## src/design/rtcb_pkg.sv

```systemverilog
// rtcb_pkg: shared types and constants of the raster to column band framer
// holds frame byte codes, the internal command and result structs
// no dependencies
package rtcb_pkg;

  localparam int unsigned PW_W        = 9;
  localparam int unsigned RP_W        = 10;
  localparam int unsigned ROW_W       = 3;
  localparam int unsigned FIFO_DEPTH  = 4;

  localparam logic [PW_W-1:0] PW_RESET = 9'd384;

  localparam logic [7:0] CODE_ESC = 8'h1b;
  localparam logic [7:0] CODE_K   = 8'h4b;
  localparam logic [7:0] CODE_LF  = 8'h0a;
  localparam logic [7:0] CODE_CR  = 8'h0d;
  localparam logic [7:0] TOP_BIT  = 8'h80;

  // header layout: esc, 'K', width low, width high, then column bytes
  localparam int unsigned HDR_LEN = 4;

  typedef enum logic [1:0] {
    OP_NONE,
    OP_SET,
    OP_CLEAR
  } ram_op_e;

  typedef struct packed {
    logic       pixel_taken;
    logic       byte_valid;
    logic [7:0] frame_byte;
    logic       frame_end;
  } res_t;

  typedef struct packed {
    ram_op_e    op;
    logic [7:0] mask;
    res_t       res;
  } cmd_t;

endpackage

```

## src/design/rtcb_ram.sv

```systemverilog
// rtcb_ram: generic simple dual-port ram with registered read
// one write and one read port, read returns old data on a same-address write
// no dependencies
module rtcb_ram #(
  parameter int unsigned WIDTH = 8,
  parameter int unsigned DEPTH = 384
) (
  input  logic                     clk_i,
  input  logic                     we_i,
  input  logic [$clog2(DEPTH)-1:0] waddr_i,
  input  logic [WIDTH-1:0]         wdata_i,
  input  logic                     re_i,
  input  logic [$clog2(DEPTH)-1:0] raddr_i,
  output logic [WIDTH-1:0]         rdata_o
);

  logic [WIDTH-1:0] mem_q [DEPTH];
  logic [WIDTH-1:0] rdata_q;

  always_ff @(posedge clk_i) begin
    if (we_i) begin
      mem_q[waddr_i] <= wdata_i;
    end
    if (re_i) begin
      rdata_q <= mem_q[raddr_i];
    end
  end

  assign rdata_o = rdata_q;

endmodule

```

## src/design/rtcb_front.sv

```systemverilog
// rtcb_front: accepts pixel and fetch transactions and classifies them
// keeps width, column, row, pending and read position state; emits commands
// depends on rtcb_pkg
module rtcb_front #(
  parameter int unsigned MAX_WIDTH = 384
) (
  input  logic                          clk_i,
  input  logic                          rst_ni,
  input  logic                          cfg_valid_i,
  input  logic [rtcb_pkg::PW_W-1:0]     cfg_data_i,
  input  logic                          in_valid_i,
  output logic                          in_ready_o,
  input  logic                          action_i,
  input  logic                          dark_i,
  input  logic                          last_i,
  input  logic                          cmd_ready_i,
  output logic                          cmd_valid_o,
  output rtcb_pkg::cmd_t                cmd_o,
  output logic [$clog2(MAX_WIDTH)-1:0]  cmd_addr_o
);

  import rtcb_pkg::*;

  localparam int unsigned AW = $clog2(MAX_WIDTH);
  localparam int unsigned CW = ((AW > RP_W) ? AW : RP_W) + 1;

  logic [PW_W-1:0]  pw_q;
  logic [AW-1:0]    col_q, col_d;
  logic [ROW_W-1:0] rows_q, rows_d;
  logic             pend_q, pend_d;
  logic [RP_W-1:0]  pos_q, pos_d;

  logic [PW_W-1:0]  w_eff;
  logic [CW-1:0]    col_ext, w_ext, pos_ext;
  logic             acc;

  always_comb begin
    if (pw_q == '0) begin
      w_eff = PW_W'(1);
    end else if (int'(pw_q) > int'(MAX_WIDTH)) begin
      w_eff = PW_W'(MAX_WIDTH);
    end else begin
      w_eff = pw_q;
    end
  end

  assign col_ext = CW'(col_q);
  assign w_ext   = CW'(w_eff);
  assign pos_ext = CW'(pos_q);

  assign acc         = in_valid_i && cmd_ready_i;
  assign in_ready_o  = cmd_ready_i;
  assign cmd_valid_o = acc;

  always_comb begin
    col_d      = col_q;
    rows_d     = rows_q;
    pend_d     = pend_q;
    pos_d      = pos_q;
    cmd_o      = '0;
    cmd_o.op   = OP_NONE;
    cmd_addr_o = col_q;

    if (!action_i) begin
      if (!pend_q) begin
        cmd_o.res.pixel_taken = 1'b1;
        if (dark_i && (col_ext < w_ext)) begin
          cmd_o.op   = OP_SET;
          cmd_o.mask = TOP_BIT >> rows_q;
        end
        if ((col_ext + CW'(1) >= w_ext) || last_i) begin
          col_d  = '0;
          rows_d = rows_q + ROW_W'(1);
          if ((rows_q == {ROW_W{1'b1}}) || last_i) begin
            rows_d = '0;
            pend_d = 1'b1;
            pos_d  = '0;
          end
        end else begin
          col_d = col_q + AW'(1);
        end
      end
    end else if (pend_q) begin
      cmd_o.res.byte_valid = 1'b1;
      pos_d = pos_q + RP_W'(1);
      if (pos_ext == CW'(0)) begin
        cmd_o.res.frame_byte = CODE_ESC;
      end else if (pos_ext == CW'(1)) begin
        cmd_o.res.frame_byte = CODE_K;
      end else if (pos_ext == CW'(2)) begin
        cmd_o.res.frame_byte = w_ext[7:0];
      end else if (pos_ext == CW'(3)) begin
        cmd_o.res.frame_byte = 8'(w_ext >> 8);
      end else if (pos_ext < w_ext + CW'(HDR_LEN)) begin
        // column byte comes from the band store, cleared on the way
        cmd_o.op   = OP_CLEAR;
        cmd_addr_o = AW'(pos_ext - CW'(HDR_LEN));
      end else if (pos_ext == w_ext + CW'(HDR_LEN)) begin
        cmd_o.res.frame_byte = CODE_LF;
      end else begin
        cmd_o.res.frame_byte = CODE_CR;
        cmd_o.res.frame_end  = 1'b1;
        pend_d = 1'b0;
        pos_d  = '0;
      end
    end
  end

  always_ff @(posedge clk_i or negedge rst_ni) begin
    if (!rst_ni) begin
      pw_q   <= PW_RESET;
      col_q  <= '0;
      rows_q <= '0;
      pend_q <= 1'b0;
      pos_q  <= '0;
    end else begin
      if (cfg_valid_i) begin
        pw_q <= cfg_data_i;
      end
      if (acc) begin
        col_q  <= col_d;
        rows_q <= rows_d;
        pend_q <= pend_d;
        pos_q  <= pos_d;
      end
    end
  end

endmodule

```

## src/design/rtcb_back.sv

```systemverilog
// rtcb_back: carries out commands on the band store and queues the results
// holds the band store ram, a write bypass, the clearing pass and a result fifo
// depends on rtcb_pkg and rtcb_ram
module rtcb_back #(
  parameter int unsigned MAX_WIDTH = 384
) (
  input  logic                          clk_i,
  input  logic                          rst_ni,
  input  logic                          cmd_valid_i,
  input  rtcb_pkg::cmd_t                cmd_i,
  input  logic [$clog2(MAX_WIDTH)-1:0]  cmd_addr_i,
  output logic                          cmd_ready_o,
  output logic                          res_valid_o,
  input  logic                          res_ready_i,
  output rtcb_pkg::res_t                res_o
);

  import rtcb_pkg::*;

  localparam int unsigned AW    = $clog2(MAX_WIDTH);
  localparam int unsigned PTR_W = $clog2(FIFO_DEPTH);
  localparam int unsigned CNT_W = $clog2(FIFO_DEPTH + 1);

  logic          clr_busy_q;
  logic [AW-1:0] clr_addr_q;

  logic          s1_valid_q;
  cmd_t          s1_cmd_q;
  logic [AW-1:0] s1_addr_q;

  logic          fwd_hit_q, fwd_hit_d;
  logic [7:0]    fwd_data_q;

  logic          re;
  logic          we;
  logic [AW-1:0] waddr;
  logic [7:0]    wdata;
  logic [7:0]    rdata;
  logic [7:0]    cur_data;
  res_t          s1_res;

  res_t             fifo_q [FIFO_DEPTH];
  logic [PTR_W-1:0] wr_ptr_q, rd_ptr_q;
  logic [CNT_W-1:0] cnt_q;
  logic             pop;

  rtcb_ram #(
    .WIDTH (8),
    .DEPTH (MAX_WIDTH)
  ) u_band_ram (
    .clk_i   (clk_i),
    .we_i    (we),
    .waddr_i (waddr),
    .wdata_i (wdata),
    .re_i    (re),
    .raddr_i (cmd_addr_i),
    .rdata_o (rdata)
  );

  assign re = cmd_valid_i && (cmd_i.op != OP_NONE);

  // the write of the previous command lands in the same cycle as this read
  assign cur_data = fwd_hit_q ? fwd_data_q : rdata;

  always_comb begin
    we    = 1'b0;
    waddr = s1_addr_q;
    wdata = '0;
    if (clr_busy_q) begin
      we    = 1'b1;
      waddr = clr_addr_q;
    end else if (s1_valid_q) begin
      case (s1_cmd_q.op)
        OP_SET: begin
          we    = 1'b1;
          wdata = cur_data | s1_cmd_q.mask;
        end
        OP_CLEAR: begin
          we = 1'b1;
        end
        default: begin
          we = 1'b0;
        end
      endcase
    end
  end

  assign fwd_hit_d = re && we && (cmd_addr_i == waddr);

  always_comb begin
    s1_res = s1_cmd_q.res;
    if (s1_cmd_q.op == OP_CLEAR) begin
      s1_res.frame_byte = cur_data;
    end
  end

  assign pop         = (cnt_q != '0) && res_ready_i;
  assign res_valid_o = (cnt_q != '0);
  assign res_o       = fifo_q[rd_ptr_q];

  // credit: room for the staged command and one more in the fifo
  assign cmd_ready_o = !clr_busy_q &&
                       ((cnt_q + CNT_W'(s1_valid_q)) <= CNT_W'(FIFO_DEPTH - 2));

  always_ff @(posedge clk_i or negedge rst_ni) begin
    if (!rst_ni) begin
      clr_busy_q <= 1'b1;
      clr_addr_q <= '0;
      s1_valid_q <= 1'b0;
      fwd_hit_q  <= 1'b0;
      wr_ptr_q   <= '0;
      rd_ptr_q   <= '0;
      cnt_q      <= '0;
    end else begin
      if (clr_busy_q) begin
        clr_addr_q <= clr_addr_q + AW'(1);
        if (clr_addr_q == AW'(MAX_WIDTH - 1)) begin
          clr_busy_q <= 1'b0;
        end
      end
      s1_valid_q <= cmd_valid_i;
      fwd_hit_q  <= fwd_hit_d;
      if (s1_valid_q) begin
        wr_ptr_q <= wr_ptr_q + PTR_W'(1);
      end
      if (pop) begin
        rd_ptr_q <= rd_ptr_q + PTR_W'(1);
      end
      cnt_q <= cnt_q + CNT_W'(s1_valid_q) - CNT_W'(pop);
    end
  end

  always_ff @(posedge clk_i) begin
    if (cmd_valid_i) begin
      s1_cmd_q  <= cmd_i;
      s1_addr_q <= cmd_addr_i;
    end
    fwd_data_q <= wdata;
    if (s1_valid_q) begin
      fifo_q[wr_ptr_q] <= s1_res;
    end
  end

endmodule

```

## src/design/raster_to_column_band_framer.sv

```systemverilog
// raster_to_column_band_framer: top level of the 8-dot column band framer
// ties the front classifier to the back band store and result queue
// depends on rtcb_pkg, rtcb_front, rtcb_back and rtcb_ram
//
// Pixels come in one per transaction (tuser[0] = 0) and are packed into
// column bytes of an 8-row band, first row in bit 7; after eight rows or the
// image's last pixel a bit-image frame becomes pending and fetch transactions
// (tuser[0] = 1) read it out byte by byte: esc, 'K', width low, width high,
// the column bytes, lf, cr. Every input transaction yields exactly one result
// transaction. One transaction is accepted per clock cycle while the result
// fifo has room; its result is registered in the command stage and then in
// the four-entry result fifo, which absorbs back-pressure. After reset the band
// store is cleared in a pass over all MAX_WIDTH addresses during which no
// input transaction is accepted; print_width writes are taken at any time.
module raster_to_column_band_framer #(
  parameter int unsigned MAX_WIDTH = 384
) (
  input  logic                      clk_i,
  input  logic                      rst_ni,
  input  logic                      cfg_valid_i,
  output logic                      cfg_ready_o,
  input  logic [rtcb_pkg::PW_W-1:0] cfg_data_i,   // print_width
  input  logic                      s_axis_tvalid,
  output logic                      s_axis_tready,
  input  logic [7:0]                s_axis_tdata,  // [0] dark_pixel, [7:1] zero
  input  logic [0:0]                s_axis_tuser,  // [0] action
  input  logic                      s_axis_tlast,  // last_of_image
  output logic                      m_axis_tvalid,
  input  logic                      m_axis_tready,
  output logic [7:0]                m_axis_tdata,  // [7:0] frame_byte
  output logic [1:0]                m_axis_tuser,  // [0] pixel_taken, [1] byte_valid
  output logic                      m_axis_tlast   // frame_end
);

  import rtcb_pkg::*;

  localparam int unsigned AW = $clog2(MAX_WIDTH);

  logic          cmd_valid;
  logic          cmd_ready;
  cmd_t          cmd;
  logic [AW-1:0] cmd_addr;
  res_t          res;

  assign cfg_ready_o = 1'b1;

  rtcb_front #(
    .MAX_WIDTH (MAX_WIDTH)
  ) u_front (
    .clk_i       (clk_i),
    .rst_ni      (rst_ni),
    .cfg_valid_i (cfg_valid_i),
    .cfg_data_i  (cfg_data_i),
    .in_valid_i  (s_axis_tvalid),
    .in_ready_o  (s_axis_tready),
    .action_i    (s_axis_tuser[0]),
    .dark_i      (s_axis_tdata[0]),
    .last_i      (s_axis_tlast),
    .cmd_ready_i (cmd_ready),
    .cmd_valid_o (cmd_valid),
    .cmd_o       (cmd),
    .cmd_addr_o  (cmd_addr)
  );

  rtcb_back #(
    .MAX_WIDTH (MAX_WIDTH)
  ) u_back (
    .clk_i       (clk_i),
    .rst_ni      (rst_ni),
    .cmd_valid_i (cmd_valid),
    .cmd_i       (cmd),
    .cmd_addr_i  (cmd_addr),
    .cmd_ready_o (cmd_ready),
    .res_valid_o (m_axis_tvalid),
    .res_ready_i (m_axis_tready),
    .res_o       (res)
  );

  assign m_axis_tdata = res.frame_byte;
  assign m_axis_tuser = {res.byte_valid, res.pixel_taken};
  assign m_axis_tlast = res.frame_end;

endmodule

```

## config.mk

```make
export PLATFORM = sky130hd
export DESIGN_NAME = raster_to_column_band_framer
export DESIGN_NICKNAME = d
export VERILOG_FILES = /design/src/design/rtcb_pkg.sv /design/src/design/rtcb_ram.sv /design/src/design/rtcb_front.sv /design/src/design/rtcb_back.sv /design/src/design/raster_to_column_band_framer.sv
export SDC_FILE = /design/constraint.sdc
export NUM_CORES = 2
export LEC_CHECK = 0
export BUFFER_PORTS_ARGS = -buffer_cell sky130_fd_sc_hd__buf_2
export CORE_ASPECT_RATIO = 0.6
export CORE_MARGIN = 3
export CORE_UTILIZATION = 44
export DETAILED_ROUTE_END_ITERATION = 12
export PLACE_DENSITY_LB_ADDON = 0.15
export SYNTH_ARGS = -nofsm -noshare
export SYNTH_HDL_FRONTEND = slang
export SYNTH_HIERARCHICAL = 1
export SYNTH_SLANG_ARGS = --single-unit
```

## constraint.sdc

```tcl
create_clock -name clk_i -period 40.9 [get_ports clk_i]
set_input_delay 2.045 -clock clk_i [delete_from_list [all_inputs] [get_ports clk_i]]
set_output_delay 2.045 -clock clk_i [all_outputs]
set_load 0.01 [all_outputs]
```

==> run metrics <==
Power Density 65.07 mW/mm2; IR drop worst, VDD 0.00005676 V; final hold vios 0; Worst-path clk slew 60 ps; Combinational Power Share 27.5%; Slew Limit Fails 0; Internal 6.356 mW; Reg2Reg Capture Point u_back/u_band_ram/rdata_o[2]; DRC violations left 0; Final ANT Viol Nets 0; TNS Setup 0 ps; DR pass1 iterations 8; fin nets 6216; Post-Synth XOR/XNOR Area 0.2746%; Max-slew headroom 6.508%; WHS Path Cells 1; reg2reg path depth 24; core area 0.2843 mm2; Post-Synth Adder-Cell Area 0.5333%; WP data arrival 10640 ps; Post-synth top flop edfxtp_1; mux contribution to synthesized area 16.40%; CP Data Required Time 41430 ps; post-CTS sizing 0; port bufs 29; hpwl dp 210200 um; Synth area leader edfxtp_1; placed instance area 0.1312 mm2; Final Instance Area 0.1410 mm2; sw power 2.821 mW; f_max 98.90 MHz; first-pass GRT wire length 489600 um; gp weighted congestion 0.8317; Worst Path Max Fanout 99; antenna violations before repair 31; largest net degree at the start of global routing 210; Initial Util 44.55%; CTS tree done; Tightest Pin Transition 1390 ps; status finished, final reports clean; Post-synth EDFFs 3154; CTS Root Cell clkbuf_16; Hold WC Path Type flop to flop; io pins 38; # Post-CTS Setup Buffers 0; number of global-route vias before repair 61060; critical path class flop to flop; DR vias/cell 6.224; Min-Delay Endpoint u_back/clr_addr_q[4]; Synth Area in Compound Gates 2.195%; Sw Share 30.74%; critical-path cell list nand2_1 > nand2_1 > inv_1 > ha_1 > a31oi_1 > ha_1 > a21o_1 > a21oi_1 > and2_1 > nand2_1 > nor4_4 > buf_4 > mux2i_4 > buf_12 > buf_12 > buf_12 > buf_4 > mux4_2 > nor2_1 > a2111oi_0 > nor4_1 > o221ai_1 > a211oi_1 > a22oi_1; Clock Power Share 31.1%; Pwr Total 9.176 mW; Die Ht 421.6 um; Syn-to-layout area delta 11.31%; wirelength, routed 349000 um; Final period util 24.72%; reg2reg setup slack 30790 ps; H-tree level count 5; Synth top area share 74.76%; Post-CTS Hold Buffers 0; main combinational cell family by area after synthesis multiplexers; synthesized net count 6097; post-DR wirelength/cell 34.20 um; Yosys warnings 6; top area cells in the synthesized netlist edfxtp_1, mux4_2, nor2_1; Total GRT Usage 23.45%; unrepaired setup endpoints after global routing no; final setup vio count 0; pre-CTS setup slack 30930 ps; Yosys reg bits 3213; slowest CP cell nor4_1; share of layout cells above drive strength 1 23.74%; Final min period 10110 ps; sequential share of power 41.4%; Crit path largest cell delay 1120 ps; initial DRC count 9004; worst setup margin 30790 ps; Die X 698.7 um; post-layout util 49.59%; Setup Skew 51.27 ps; simple-gate share of the synthesized area 3.116%; register area share after synthesis 75.90%; die area 0.2946 mm2; total gr overflow 0; Async SR Flop Fraction 1.587%; clock latency on the worst-skew pair 900 ps; Pleak 44.44 nW; hold_sp u_back/clr_addr_q[4]; Buf/Inv on CP 6; Startpoint Class flop; clock sinks 3213; total CTS buffers 304; library cells used by synthesis 92; MaxCap Viol Count 0; FP Rows 151; syn_area_per_cell 21.05 um2; post-synthesis cell count 6019; clk buf depth 4; Post-Synthesis Cell Area 0.1267 mm2; Top delay family on crit path buffers and inverters; FF-to-FF Start u_front/pw_q[8]; Vias 63520; CP endpoint kind flop
[stage by stage]
stage / hold slack [ps] / std cells
2_1_floorplan: 453.4 / 6019
3_3_place_gp: 485.4 / 9657
3_5_place_dp: 492.5 / 9657
4_1_cts: 505.0 / 10200
5_1_grt: 526.2 / 10200
6_report: 507.2 / 10210
[sequential cells by signal, indices dropped and copies added (netlist names)]
register and flops:
u_front/rows_q 3, u_back/s1_cmd_q 21, u_front/pw_q 9, u_front/pend_q 1, u_back/u_band_ram/mem_q 3072, u_back/cnt_q 3, u_back/wr_ptr_q 2, u_front/pos_q 10
u_back/clr_busy_q 1, u_back/fifo_q 44, u_back/rd_ptr_q 2, u_back/fwd_hit_q 1, u_back/u_band_ram/rdata_o 8, u_front/col_q 9, u_back/s1_valid_q 1, u_back/s1_addr_q 9
u_back/clr_addr_q 9, u_back/fwd_data_q 8
[cells in the mapped netlist, types with 11 or more instances]
cell and instances:
buf_1 23, mux2_2 55, buf_6 35, nor3_1 27, nor4_1 11, nand3_1 44, nand2b_1 16, edfxtp_1 3154
and2_1 14, mux4_2 816, a31oi_1 19, buf_4 42, o221ai_1 23, a2111oi_0 13, a22o_1 16, ha_1 54
a211oi_1 35, nand2_1 168, o22ai_1 38, nor2b_1 39, clkbuf_1 152, a221oi_1 17, nand4_1 28, buf_2 87
a22oi_1 44, a21oi_1 70, nor2_1 476, inv_1 44, xnor2_1 26, dfrtp_1 48, mux2i_1 164, and3_1 16
o21ai_0 48
[cell usage in the layout, fill, tap and decap left out, types with 35 or more instances in the layout]
| cell | synthesis | routed |
|---|---|---|
| clkinv_1 | 1 | 77 |
| clkinv_2 | 0 | 43 |
| bufinv_16 | 0 | 35 |
| dfrtp_1 | 48 | 48 |
| buf_4 | 42 | 111 |
| nor2_1 | 476 | 474 |
| o21ai_0 | 48 | 48 |
| o22ai_1 | 38 | 38 |
| clkbuf_16 | 0 | 315 |
| mux2_2 | 55 | 55 |
| nand3_1 | 44 | 40 |
| mux4_2 | 816 | 816 |
| edfxtp_1 | 3154 | 3154 |
| ha_1 | 54 | 54 |
| a22oi_1 | 44 | 44 |
| clkbuf_1 | 152 | 43 |
| a21oi_1 | 70 | 62 |
| inv_1 | 44 | 44 |
| mux2i_1 | 164 | 161 |
| a211oi_1 | 35 | 35 |
| nand2_1 | 168 | 156 |
[area by class of cell]
cell class / instances / area [um2]
fillers: 22630 / 143300
flip-flops and latches: 3213 / 96150
multi-input cells: 2419 / 28800
clock buffers: 358 / 8044
well taps: 3825 / 4786
clock inverters: 180 / 1780
repair buffers: 153 / 1239
inverters: 47 / 186.4
diodes: 11 / 27.53
[layer usage]
layer,up-vias,GRT usage [%],wire (um)
li1,25260,-,-
met1,34700,38.57,161700
met2,3141,30.63,140700
met3,410,6.937,40330
met4,6,4.542,6273
met5,-,0,36
[power groups by stage]
stage / clock network, mW / logic [mW] / registers (mW)
floorplan: 0 / 1.60 / 3.94
global placement: 0 / 2.49 / 3.87
detailed placement: 0 / 2.51 / 3.87
CTS: 2.92 / 2.51 / 3.80
global route: 3.05 / 2.64 / 3.80
finish: 2.85 / 2.52 / 3.80
[worst register-to-register path, cell delays in order, from the launching register on]
cell	delay (ps)
dfstp_2	580
nand2_1	230
nand2_1	260
inv_1	140
ha_1	250
a31oi_1	230
ha_1	280
a21o_1	180
a21oi_1	260
and2_1	210
nand2_1	110
nor4_4	300
buf_4	320
mux2i_4	300
buf_12	450
buf_12	700
buf_12	840
buf_4	690
mux4_2	600
nor2_1	200
a2111oi_0	110
nor4_1	1120
o221ai_1	390
a211oi_1	700
a22oi_1	340
[kinds of logic (layout without fill, tap and decap cells)]
family / count (synthesis) / in the layout
simple gates: 885 / 885
buf+inv: 387 / 738
flops: 3213 / 3213
other cells: 2 / 13
fa+ha+maj: 54 / 54
compound gates: 396 / 396
mux: 1044 / 1044
xor+xnor: 38 / 38
[how the worst max path moves through the flow]
stage | startpoint | slack, ps | cells after the start | end
floorplan | u_back/clr_busy_q | 27390 | 4 | u_back/u_band_ram/mem_q[0][0]
global placement | u_front/pw_q[8] | 30980 | 23 | u_back/u_band_ram/rdata_o[5]
detailed placement | u_front/pw_q[8] | 30930 | 23 | u_back/u_band_ram/rdata_o[5]
CTS | u_front/pw_q[8] | 30890 | 23 | u_back/u_band_ram/rdata_o[5]
global route | u_front/pw_q[8] | 30410 | 24 | u_back/u_band_ram/rdata_o[2]
finish | u_front/pw_q[8] | 30790 | 24 | u_back/u_band_ram/rdata_o[2]
Power figures use the tool's default switching activity.
